[src/hw/rtl/soft_pwm_frame_output_assert.svh]
// assertion macros used by the pwm frame output datapath
`ifndef SOFT_PWM_FRAME_OUTPUT_ASSERT_SVH
`define SOFT_PWM_FRAME_OUTPUT_ASSERT_SVH
`ifndef ASSERT_OFF
// antecedent implies consequent in the same cycle
`define SPFO_ASSERT_SAME(label, clk, rst_n, ante, cons) \
	label: assert property (@(posedge clk) disable iff (!rst_n) (ante) |-> (cons)) \
		else $error("assertion failed");
// antecedent implies consequent in the next cycle
`define SPFO_ASSERT_NEXT(label, clk, rst_n, ante, cons) \
	label: assert property (@(posedge clk) disable iff (!rst_n) (ante) |=> (cons)) \
		else $error("assertion failed");
`else
`define SPFO_ASSERT_SAME(label, clk, rst_n, ante, cons)
`define SPFO_ASSERT_NEXT(label, clk, rst_n, ante, cons)
`endif
`endif

[src/hw/rtl/spfo_pkg.sv]
// types, microcode table and constants of the pwm frame output block
`timescale 1ns / 1ps
package spfo_pkg;

	localparam int MID_PERIOD = 5;
	localparam int CFG_W = 32;
	localparam int CFG_IDX_W = 1;
	localparam logic [CFG_IDX_W-1:0] CFG_STATIC_OUTPUTS = 1'd0;
	localparam logic [CFG_IDX_W-1:0] CFG_SERVO_MASK = 1'd1;

	typedef logic [3:0] step_t;

	localparam step_t STEP_CLEAR = 4'd0;
	localparam step_t STEP_IDLE = 4'd1;
	localparam step_t STEP_DISP = 4'd2;
	localparam step_t STEP_PRIME = 4'd3;
	localparam step_t STEP_RMW = 4'd4;
	localparam step_t STEP_RET = 4'd5;
	localparam step_t STEP_TRD = 4'd6;
	localparam step_t STEP_TOUT = 4'd7;
	localparam step_t STEP_TRET = 4'd8;

	typedef enum logic [1:0] {
		ADDR_IDX,
		ADDR_IDX_NEXT,
		ADDR_SLOT
	} addr_sel_t;

	typedef enum logic [1:0] {
		WR_NONE,
		WR_ZERO,
		WR_RMW
	} wr_sel_t;

	typedef enum logic [2:0] {
		C_NEVER,
		C_ALWAYS,
		C_NOT_LAST,
		C_NOT_ACCEPT,
		C_OP_TICK,
		C_OUT_STALL
	} cond_t;

	typedef struct packed {
		logic      rd_en;
		addr_sel_t addr_sel;
		wr_sel_t   wr_sel;
		logic      idx_inc;
		logic      in_ready;
		logic      emit;
		cond_t     cond;
		step_t     target;
	} ctrl_t;

	typedef struct packed {
		logic last;
		logic accept;
		logic op_tick;
		logic out_stall;
	} status_t;

	// control store: one word per step, jump to target when cond holds
	function automatic ctrl_t ucode(input step_t step);
		ctrl_t cw;
		cw = '{rd_en: 1'b0, addr_sel: ADDR_IDX, wr_sel: WR_NONE, idx_inc: 1'b0,
			in_ready: 1'b0, emit: 1'b0, cond: C_ALWAYS, target: STEP_IDLE};
		case (step)
			STEP_CLEAR: begin
				cw.wr_sel = WR_ZERO;
				cw.idx_inc = 1'b1;
				cw.cond = C_NOT_LAST;
				cw.target = STEP_CLEAR;
			end
			STEP_IDLE: begin
				cw.in_ready = 1'b1;
				cw.cond = C_NOT_ACCEPT;
				cw.target = STEP_IDLE;
			end
			STEP_DISP: begin
				cw.cond = C_OP_TICK;
				cw.target = STEP_TRD;
			end
			STEP_PRIME: begin
				cw.rd_en = 1'b1;
				cw.addr_sel = ADDR_IDX;
				cw.cond = C_NEVER;
			end
			STEP_RMW: begin
				cw.rd_en = 1'b1;
				cw.addr_sel = ADDR_IDX_NEXT;
				cw.wr_sel = WR_RMW;
				cw.idx_inc = 1'b1;
				cw.cond = C_NOT_LAST;
				cw.target = STEP_RMW;
			end
			STEP_RET: begin
				cw.cond = C_ALWAYS;
			end
			STEP_TRD: begin
				cw.rd_en = 1'b1;
				cw.addr_sel = ADDR_SLOT;
				cw.cond = C_NEVER;
			end
			STEP_TOUT: begin
				cw.emit = 1'b1;
				cw.cond = C_OUT_STALL;
				cw.target = STEP_TOUT;
			end
			STEP_TRET: begin
				cw.cond = C_ALWAYS;
			end
			default: begin
				cw.cond = C_ALWAYS;
			end
		endcase
		return cw;
	endfunction

endpackage

[src/hw/rtl/spfo_sequencer.sv]
// step counter and control store of the pwm frame output block
`timescale 1ns / 1ps
module spfo_sequencer (
	input  logic             clk,
	input  logic             arst_n,
	input  spfo_pkg::status_t status,
	output spfo_pkg::ctrl_t   ctrl
);

	spfo_pkg::step_t step_q;
	spfo_pkg::step_t step_d;
	logic take;

	assign ctrl = spfo_pkg::ucode(step_q);

	always_comb begin
		case (ctrl.cond)
			spfo_pkg::C_NEVER:      take = 1'b0;
			spfo_pkg::C_ALWAYS:     take = 1'b1;
			spfo_pkg::C_NOT_LAST:   take = !status.last;
			spfo_pkg::C_NOT_ACCEPT: take = !status.accept;
			spfo_pkg::C_OP_TICK:    take = status.op_tick;
			spfo_pkg::C_OUT_STALL:  take = status.out_stall;
			default:                take = 1'b0;
		endcase
	end

	always_comb begin
		step_d = take ? ctrl.target : step_q + spfo_pkg::step_t'(1);
	end

	always_ff @(posedge clk or negedge arst_n) begin
		if (!arst_n) begin
			step_q <= spfo_pkg::STEP_CLEAR;
		end else begin
			step_q <= step_d;
		end
	end

endmodule

[config.mk]
export PLATFORM = sky130hd
export DESIGN_NAME = spfo_sequencer
export DESIGN_NICKNAME = d
export VERILOG_FILES = /design/src/hw/rtl/soft_pwm_frame_output_assert.svh /design/src/hw/rtl/spfo_pkg.sv /design/src/hw/rtl/spfo_sequencer.sv
export SDC_FILE = /design/constraint.sdc
export NUM_CORES = 1
export LEC_CHECK = 0
export BUFFER_PORTS_ARGS = -buffer_cell sky130_fd_sc_hd__buf_4
export CAP_MARGIN = 15
export CORE_AREA = 2 2 39 41
export CTS_CLUSTER_SIZE = 28
export DETAILED_ROUTE_END_ITERATION = 12
export DIE_AREA = 0 0 41 43
export MAX_ROUTING_LAYER = met4
export SKIP_LAST_GASP = 1
export SYNTH_ARGS = -nofsm -noshare
export SYNTH_HDL_FRONTEND = slang
export SYNTH_SLANG_ARGS = --single-unit
export TNS_END_PERCENT = 10
[constraint.sdc]
create_clock -name clk -period 1.9 [get_ports clk]
set_input_delay 0.285 -clock clk [delete_from_list [all_inputs] [get_ports clk]]
set_output_delay 0.285 -clock clk [all_outputs]
set_load 0.01 [all_outputs]
==> impl_metrics.ini, run 1 <==
[status]
outcome = finished, violations left
violations = setup timing

[clock_tree]
clkSinkCount = 4
clockRootBuffer = clkbuf_4
clockBufferDepth = 2
cts_tree = built
cts.clk_slew.worst_paths_ps = 40
h-tree-depth = 1
cts_setup_buffers = 0
worstSkewPairLatency_ps = 230
cts_made_buffers = 3

[finish]
layout_commonest_cell = buf_4
largest_reg_flops = 4
fin_nets = 98
final_cell_mix = buf_4, nor2_1
syn2layout_area_growth_pct = 70.71
instances_no_fill = 102
drive_gt1_share_pct = 52.33
fillCellCount = 132
post-route-util_pct = 52.17
top_register = step_q
top_regs = step_q x4
diodes = 0

[worst_setup_path]
crit_start = step_q[1]$_DFF_PN0_
endpoint_kind = flip-flop
cp_max_fo = 8
critPathRequiredTime_ps = 2010
rr_startpoint = step_q[1]$_DFF_PN0_
cp_data_arrival_time_ps = 2240
critPathKind = reg -> reg
worstSetupStartpointType = flip-flop

[drt]
via_per_inst = 4.598
wirelength_um = 1060
wl_per_cell_um = 10.39
num_vias = 469
drt_pass1_iterations = 2
antenna_left = 0
drc = 0
drt_iter0_markers = 4

[global_routing]
grt_first_pass_wirelength_um = 1883
grt_overflow_total = 0
grt_pass1_vias = 448
track_usage_pct = 15.41
antenna_found_initial = 0
grt_max_degree = 10

[timing]
fin_skew_ps = 0.7358
layout_min_cycle_time_ps = 2132
maxSlewViolCount = 0
rsz0062_at_grt = yes
hold_viol = 0
clock.fmax_mhz = 468.9
worst_slack_ps = -232.5
finalSetupViolations = 7
fin_crit_sh_pct = 112.2

[floorplan]
die_w_um = 41
io_pins = 21
start_util_pct = 30.56
fp.dieH_um = 43
die_area_um2 = 1763
coreArea_um2 = 1384
num_rows = 14

[place]
place.detailed.instances = 98
dpl.hpwl_um = 877.3
gp_congestion = 0.6978
io_buffers = 19

[pwr]
irDropWorstVdd_mv = 0.8695
power.internal_uw = 817.3
power_density_nw_per_um2 = 1978
seqPwrFrac_pct = 11.2
p_switching_uw = 610.5
power_uw = 1428
clock_power_share_pct = 7.2
pwr-share-comb_pct = 81.6
p_sw_share_pct = 42.76
p_leak_uw = 0.0003949

[logic_synthesis]
netlist_instances = 54
synthTopCellsByArea = dfrtp_1, ha_1, nor2_1
synth_top_area_share_pct = 23.67
synth-edff-count = 0
yosys_register_bits = 4
yosysWarnings = 0
synth_nets = 64
synthFlopType = dfrtp_1
synth_largest_area_cell = dfrtp_1
ys_async_sr_fraction_pct = 100.0
ys_types = 28
syn_area_per_cell_um2 = 7.832
syn-cell-area_um2 = 422.9
ys_seq_area_share_pct = 23.67

[run]
cap_violations = 0

[worst_hold_path]
min_path_type = in -> async
## power groups by stage
stage                     sequential [µW]  clock, µW  combinational [µW]
after floorplan                       151          0                 629
after global placement                159          0                1110
after detailed placement              160          0                1120
after CTS                             161        109                1170
after global routing                  169        109                1280
final                                 160        102                1170
## critical path: stages (launching register included)
cell	delay, ps
dfrtp_1	400
ha_2	190
or3_4	390
nand4b_4	100
or3b_1	370
a211o_4	370
nand3b_1	110
nand3_2	70
## cells in the mapped netlist, drive strengths merged, types with 2 or more instances
library cell	count
a211oi	2
a21oi	4
and3b	2
buf	3
dfrtp	4
ha	4
inv	5
nand2	4
nand2b	3
nand3	2
nand3b	2
nor2	6
## routing by layer
metal / share of wire, % / up-vias / GRT usage [%]
li1: - / 244 / -
met2: 54 / 8 / 21.56
met4: 0 / 0 / 8.000
met1: 43 / 217 / 22.22
met5: 0 / - / -
met3: 2.6 / 0 / 0
## worst paths after layout
check	end	slack, ps	depth (start not counted)
setup / recovery	step_q[2]$_DFF_PN0_	-230	7
hold / removal	step_q[0]$_DFF_PN0_	390	2
setup reg to reg	step_q[2]$_DFF_PN0_	-230	7
hold reg to reg	step_q[0]$_DFF_PN0_	620	2
max in group asynchronous	step_q[2]$_DFF_PN0_	1410	2
min in group clk	step_q[0]$_DFF_PN0_	540	4
## cell families (layout without fill, tap and decap cells)
| group | after synthesis | count (layout) | share of synthesized area (%) |
|---|---|---|---|
| buffers and inverters | 9 | 41 | 10.06 |
| xor gates and xnor gates | 1 | 1 | 2.071 |
| DFF | 4 | 4 | 23.67 |
| and+or+nand+nor | 24 | 24 | 34.91 |
| other | 1 | 1 | 0.8867 |
| AOI/OAI and AO/OA | 11 | 11 | 16.57 |
| adders and majority gates | 4 | 4 | 11.83 |
## final cells by class
| cell class | count | area [µm²] | share of cell area [%] |
|---|---|---|---|
| multi-input combinational | 41 | 310.3 | 42.98 |
| clock buffer | 3 | 22.52 | 3.120 |
| inverter | 5 | 18.77 | 2.600 |
| timing repair buffer | 33 | 250.2 | 34.66 |
| sequential | 4 | 100.1 | 13.86 |
| tap | 16 | 20.02 | 2.773 |
## repair_timing
item                                    in CTS  in global routing
resized for setup                            3                  0
hold buffers                                 1                  0
endpoints found under the setup margin       7                 11
pin swaps                                    2                  0
hold endpoints to repair                     4                  0
## through the flow
stage | hold WS, ps | worst slack [ps] | setup TNS, ps | cell area, µm²
after floorplan | -10.59 | -251.1 | -947.1 | 441.7
after global placement | 81.11 | -265.6 | -1011 | 678.2
after detailed placement | 81.73 | -278.8 | -1056 | 678.2
after CTS | 370.2 | -245.7 | -1052 | 721.9
after global routing | 397.0 | -339.8 | -2036 | 721.9
final | 387.8 | -232.5 | -968.4 | 721.9
(Power assumes the default switching activity.)
==> run 2: changes to the inputs <==
- clock period: 1.9 -> 2.4 ns (I/O delays scaled with it)
==> run 2 against run 1 <==
The run now ends clean. Clock skew is 4.2 ps higher. Cell count is 12% lower. Routed wire length shrank 6.2%. Core utilization is 8.6 points lower. Fmax fell by 4.0%.
==> impl_metrics.ini, run 2 (same netlist as run 1, synthesis figures left out) <==
[global_routing]
grt.busiest_layer = met2
antenna_found_initial = 0
use_met3_pct = 0
grt_pass1_vias = 401
grt_overflow_total = 0
grt_max_degree = 13
grt_first_pass_wirelength_um = 1628
track_usage_pct = 13.34
use_met1_pct = 17.65
grt_use_met2_pct = 19.69

[finish]
top_register = step_q
instances_no_fill = 90
fin_nets = 86
largest_reg_flops = 4
diodes = 0
layout_commonest_cell = buf_4
final_cell_mix = buf_4, nor2_1, inv_1
syn2layout_area_growth_pct = 42.60
top_regs = step_q x4
drive_gt1_share_pct = 37.84

[floorplan]
die_area_um2 = 1763
start_util_pct = 30.56
io_pins = 21
die_w_um = 41
fp.dieH_um = 43
coreArea_um2 = 1384
num_rows = 14

[drt]
antenna_left = 0
via_per_inst = 4.689
drc = 0
drt_iter0_markers = 3
num_vias = 422
wl_per_cell_um = 11.04
wirelength_um = 994
drt_pass1_iterations = 3

[clock_tree]
clkSinkCount = 4
clockBufferDepth = 2
cts_tree = built
h-tree-depth = 1
cts_made_buffers = 3
cts.clk_slew.worst_paths_ps = 40
worstSkewPairLatency_ps = 230
cts_setup_buffers = 0
clockRootBuffer = clkbuf_4

[status]
outcome = completed

[pwr]
p_switching_uw = 428.4
seqPwrFrac_pct = 16.4
p_sw_share_pct = 46.54
clock_power_share_pct = 8.9
irDropWorstVdd_mv = 0.5483
p_leak_uw = 0.0003357
power.internal_uw = 492.0
pwr-share-comb_pct = 74.7
power_density_nw_per_um2 = 1526

[worst_setup_path]
worstSetupStartpointType = flip-flop
critPathKind = reg -> reg
cp_data_arrival_time_ps = 2340
critPathRequiredTime_ps = 2510
endpoint_kind = flip-flop
cp_max_fo = 8

[place]
io_buffers = 19
dpl.hpwl_um = 759.1
gp_congestion = 0.6744
place.detailed.instances = 86

[timing]
hold_viol = 0
fin_skew_ps = 4.889
finalSetupViolations = 0
maxSlewViolCount = 0
fin_crit_sh_pct = 92.53
tns_ps = 0
clock.fmax_mhz = 450.3
layout_min_cycle_time_ps = 2221
rsz0062_at_grt = no

[run]
cap_violations = 0

[worst_hold_path]
min_path_type = in -> async
==> run 2: critical path: stages, from the launching register on <==
cell,delay (ps)
dfrtp_2,390
inv_1,70
ha_1,230
or3_1,370
nand4b_2,140
or3b_1,360
a211o_1,350
and2_2,200
==> run 2: per-layer routing <==
metal  vias up  share of wire, %
met1       196                44
met4         0                 0
met3         0               3.5
met5         -                 0
met2         7                53
li1        219                 -
==> run 2: final timing paths <==
| path | from | endpoint | slack (ps) | cells past startpoint |
|---|---|---|---|---|
| setup / recovery | step_q[0]$_DFF_PN0_ | step_q[3]$_DFF_PN0_ | 180 | 7 |
| hold / removal | arst_n | step_q[2]$_DFF_PN0_ | 460 | 2 |
| setup reg to reg | step_q[0]$_DFF_PN0_ | step_q[3]$_DFF_PN0_ | 180 | 7 |
| hold reg to reg | step_q[0]$_DFF_PN0_ | step_q[0]$_DFF_PN0_ | 510 | 1 |
| max in group asynchronous | arst_n | step_q[0]$_DFF_PN0_ | 1830 | 2 |
| min in group clk | step_q[0]$_DFF_PN0_ | step_q[0]$_DFF_PN0_ | 510 | 1 |
==> run 2: power by group through the flow <==
stage               Clock [µW]  Combinational [µW]  Sequential (µW)
finish                    81.7                 687              151
CTS                       87.4                 696              148
floorplan                    0                 460              118
detailed placement           0                 692              149
global route              92.4                 763              157
global placement             0                 691              149
==> run 2: timing repair <==
action                     CTS  global route
setup endpoints to repair    0             4
hold endpoints to repair     4             0
gates resized for setup      0             1
hold buffers                 1             0
==> run 2: stage by stage <==
step           utilization, %  hold slack, ps  area, µm²  total power, µW  setup slack (ps)
3_5_place_dp            41.14           158.5      569.3            840.8             144.2
5_1_grt                 43.58           447.7      603.1             1013             5.850
6_report                43.58           460.5      603.1            920.3             179.3
2_1_floorplan               -           64.41      422.9            578.5             245.4
4_1_cts                 43.49           443.9      601.8            931.1             129.8
3_3_place_gp            41.14           157.5      569.3            839.8             184.4
==> run 2: cell type report <==
class,count,area [µm²]
Timing Repair Buffer,21,160.2
Fill cell,156,780.7
Sequential cell,4,101.3
Tap cell,16,20.02
Clock buffer,3,22.52
Inverter,5,18.77
Multi-Input combinational cell,41,280.3
==> run 3: changes to the inputs <==
- CELL_PAD_IN_SITES_DETAIL_PLACEMENT: default -> 0
- CELL_PAD_IN_SITES_GLOBAL_PLACEMENT: default -> 1
- CORE_AREA: 2 2 39 41 -> default
- CORE_MARGIN: default -> 2
- CORE_UTILIZATION: default -> 29
- DIE_AREA: 0 0 41 43 -> default
- PLACE_DENSITY_LB_ADDON: default -> 0.1
==> run 3 against run 2 <==
Worst setup slack got worse by 18 ps. Clock power is 1% lower. Design area shrank 0.41%. Worst hold slack improved by 3.0 ps. Critical path depth unchanged. Clock skew fell by 1.0 ps. Flip-flop and latch count did not move. Total power up 0.44%. Fmax is 0.81% lower. Core utilization grew 1.4 points. Cell count is 1.1% lower. Critical path type unchanged. Critical endpoint is now step_q[2]$_DFF_PN0_. Largest cell class unchanged. Highest routed layer unchanged.
==> impl_metrics.ini, run 3 (same netlist as run 1, synthesis figures left out) <==
[global_routing]
track_usage_pct = 10.87
use_met1_pct = 14.99
antenna_found_initial = 0
grt.busiest_layer = met2
grt_pass1_vias = 347
grt_overflow_total = 0
use_met3_pct = 4.310
grt_max_degree = 13
grt_first_pass_wirelength_um = 1483
grt_use_met2_pct = 15.08

[drt]
via_per_inst = 4.674
wirelength_um = 899
wl_per_cell_um = 10.10
drt_pass1_iterations = 4
drc = 0
antenna_left = 0
drt_iter0_markers = 7
num_vias = 416

[timing]
fin_crit_sh_pct = 93.28
rsz0062_at_grt = no
hold_viol = 0
timing.hold.ws_ps = 463.5
finalSetupViolations = 0
clock.fmax_mhz = 446.7
maxSlewViolCount = 0
tns_ps = 0
fin_skew_ps = 3.878
layout_min_cycle_time_ps = 2239

[clock_tree]
ctsResizeCount = 0
cts_made_buffers = 3
cts_tree = built
cts_setup_buffers = 0
worstSkewPairLatency_ps = 230
cts.clk_slew.worst_paths_ps = 40
clkSinkCount = 4
h-tree-depth = 1
clockBufferDepth = 2
clockRootBuffer = clkbuf_4

[finish]
finalInstanceArea_um2 = 600.6
layout_commonest_cell = buf_4
diodes = 0
syn2layout_area_growth_pct = 42.01
largest_reg_flops = 4
fin_nets = 86
top_register = step_q
top_regs = step_q x4
drive_gt1_share_pct = 36.49
final_cell_mix = buf_4, nor2_1, inv_1
fillCellCount = 152

[floorplan]
num_rows = 13
io_pins = 21
die_area_um2 = 1780
coreArea_um2 = 1334
fp.dieH_um = 42.19
start_util_pct = 31.71
die_w_um = 42.19

[worst_setup_path]
worstSetupStartpointType = flip-flop
cp_data_arrival_time_ps = 2350
cpPeakStageDelay_ps = 420
crit_chain = ha_1 -> or3_1 -> nand4b_2 -> or3b_1 -> a211o_1 -> nand3b_1 -> nand3_2
crit_slowest_cell = dfrtp_1
endpoint_kind = flip-flop
critPathKind = reg -> reg
r2r_slack_ps = 160
rr_endpoint = step_q[2]$_DFF_PN0_
crit_buf_inv = 0
crit_start = step_q[0]$_DFF_PN0_
reg2reg_depth = 7
critPathRequiredTime_ps = 2510
rr_startpoint = step_q[0]$_DFF_PN0_
cp_top_family = simple AND/OR/NAND/NOR gates
cp_max_fo = 8

[run]
cap_violations = 0

[pwr]
p_switching_uw = 421.4
pwr-share-comb_pct = 75.5
seqPwrFrac_pct = 15.8
power.internal_uw = 503.0
clock_power_share_pct = 8.8
p_sw_share_pct = 45.59
power_density_nw_per_um2 = 1539
irDropWorstVdd_mv = 0.6970
p_leak_uw = 0.0003359

[place]
io_buffers = 19
gp_congestion = 0.7169
placed_area_um2 = 568.0
dpl.hpwl_um = 738.8

[worst_hold_path]
min_path_type = in -> async

[status]
outcome = completed
## run 3: cell count changes in the layout (fill, tap and decap cells not counted)
| cell | delta |
|---|---|
| dfrtp_1 | +1 |
| dfrtp_2 | -1 |
## run 3: worst reg2reg max path, delay by kind of cell (launching register included)
family | cells | cell delay [ps]
simple gates | 5 | 1080
flops | 1 | 420
compound gates | 1 | 360
fa+ha+maj | 1 | 280
## run 3: power groups by stage
stage                     logic (µW)  registers [µW]  clock network (µW)
after floorplan                  460             118                   0
after global placement           710             149                   0
after detailed placement         708             148                   0
after CTS                        711             148                84.6
after global routing             781             153                89.7
final                            698             146                80.9
## run 3: how the worst max path moves through the flow
stage / slack [ps] / depth (start not counted) / end
finish: 160 / 7 / step_q[2]$_DFF_PN0_
global route: 20 / 8 / step_q[0]$_DFF_PN0_
CTS: 150 / 8 / step_q[2]$_DFF_PN0_
detailed placement: 160 / 7 / step_q[2]$_DFF_PN0_
global placement: 160 / 7 / step_q[2]$_DFF_PN0_
floorplan: 250 / 7 / step_q[3]$_DFF_PN0_
## run 3: timing repair
item,4_1_cts,5_1_grt
hold buffers,1,0
endpoints found under the hold margin,4,0
setup endpoints to repair,0,0
## run 3: through the flow
step | setup WS (ps) | cells | power (µW) | utilization (%)
finish | 161.2 | 89 | 924.4 | 45.03
global placement | 156.5 | 85 | 858.7 | 42.59
global route | 22.29 | 89 | 1024 | 45.03
detailed placement | 159.9 | 85 | 856.7 | 42.59
floorplan | 245.4 | 54 | 578.5 | -
CTS | 146.2 | 89 | 943.8 | 45.03
## run 3: layout make-up
| cell class | instances | area [µm²] | area share, % |
|---|---|---|---|
| Tap cell | 15 | 18.77 | 3.125 |
| Clock buffer | 3 | 22.52 | 3.750 |
| Sequential cell | 4 | 100.1 | 16.67 |
| Inverter | 5 | 18.77 | 3.125 |
| Timing Repair Buffer | 21 | 160.2 | 26.67 |
| Multi-Input combinational cell | 41 | 280.3 | 46.67 |
## run 3: layer usage
metal | vias to the layer above | part of all wire [%]
li1 | 221 | -
met1 | 181 | 50
met2 | 14 | 42
met3 | 0 | 7.7
met4 | 0 | 0
met5 | - | 0
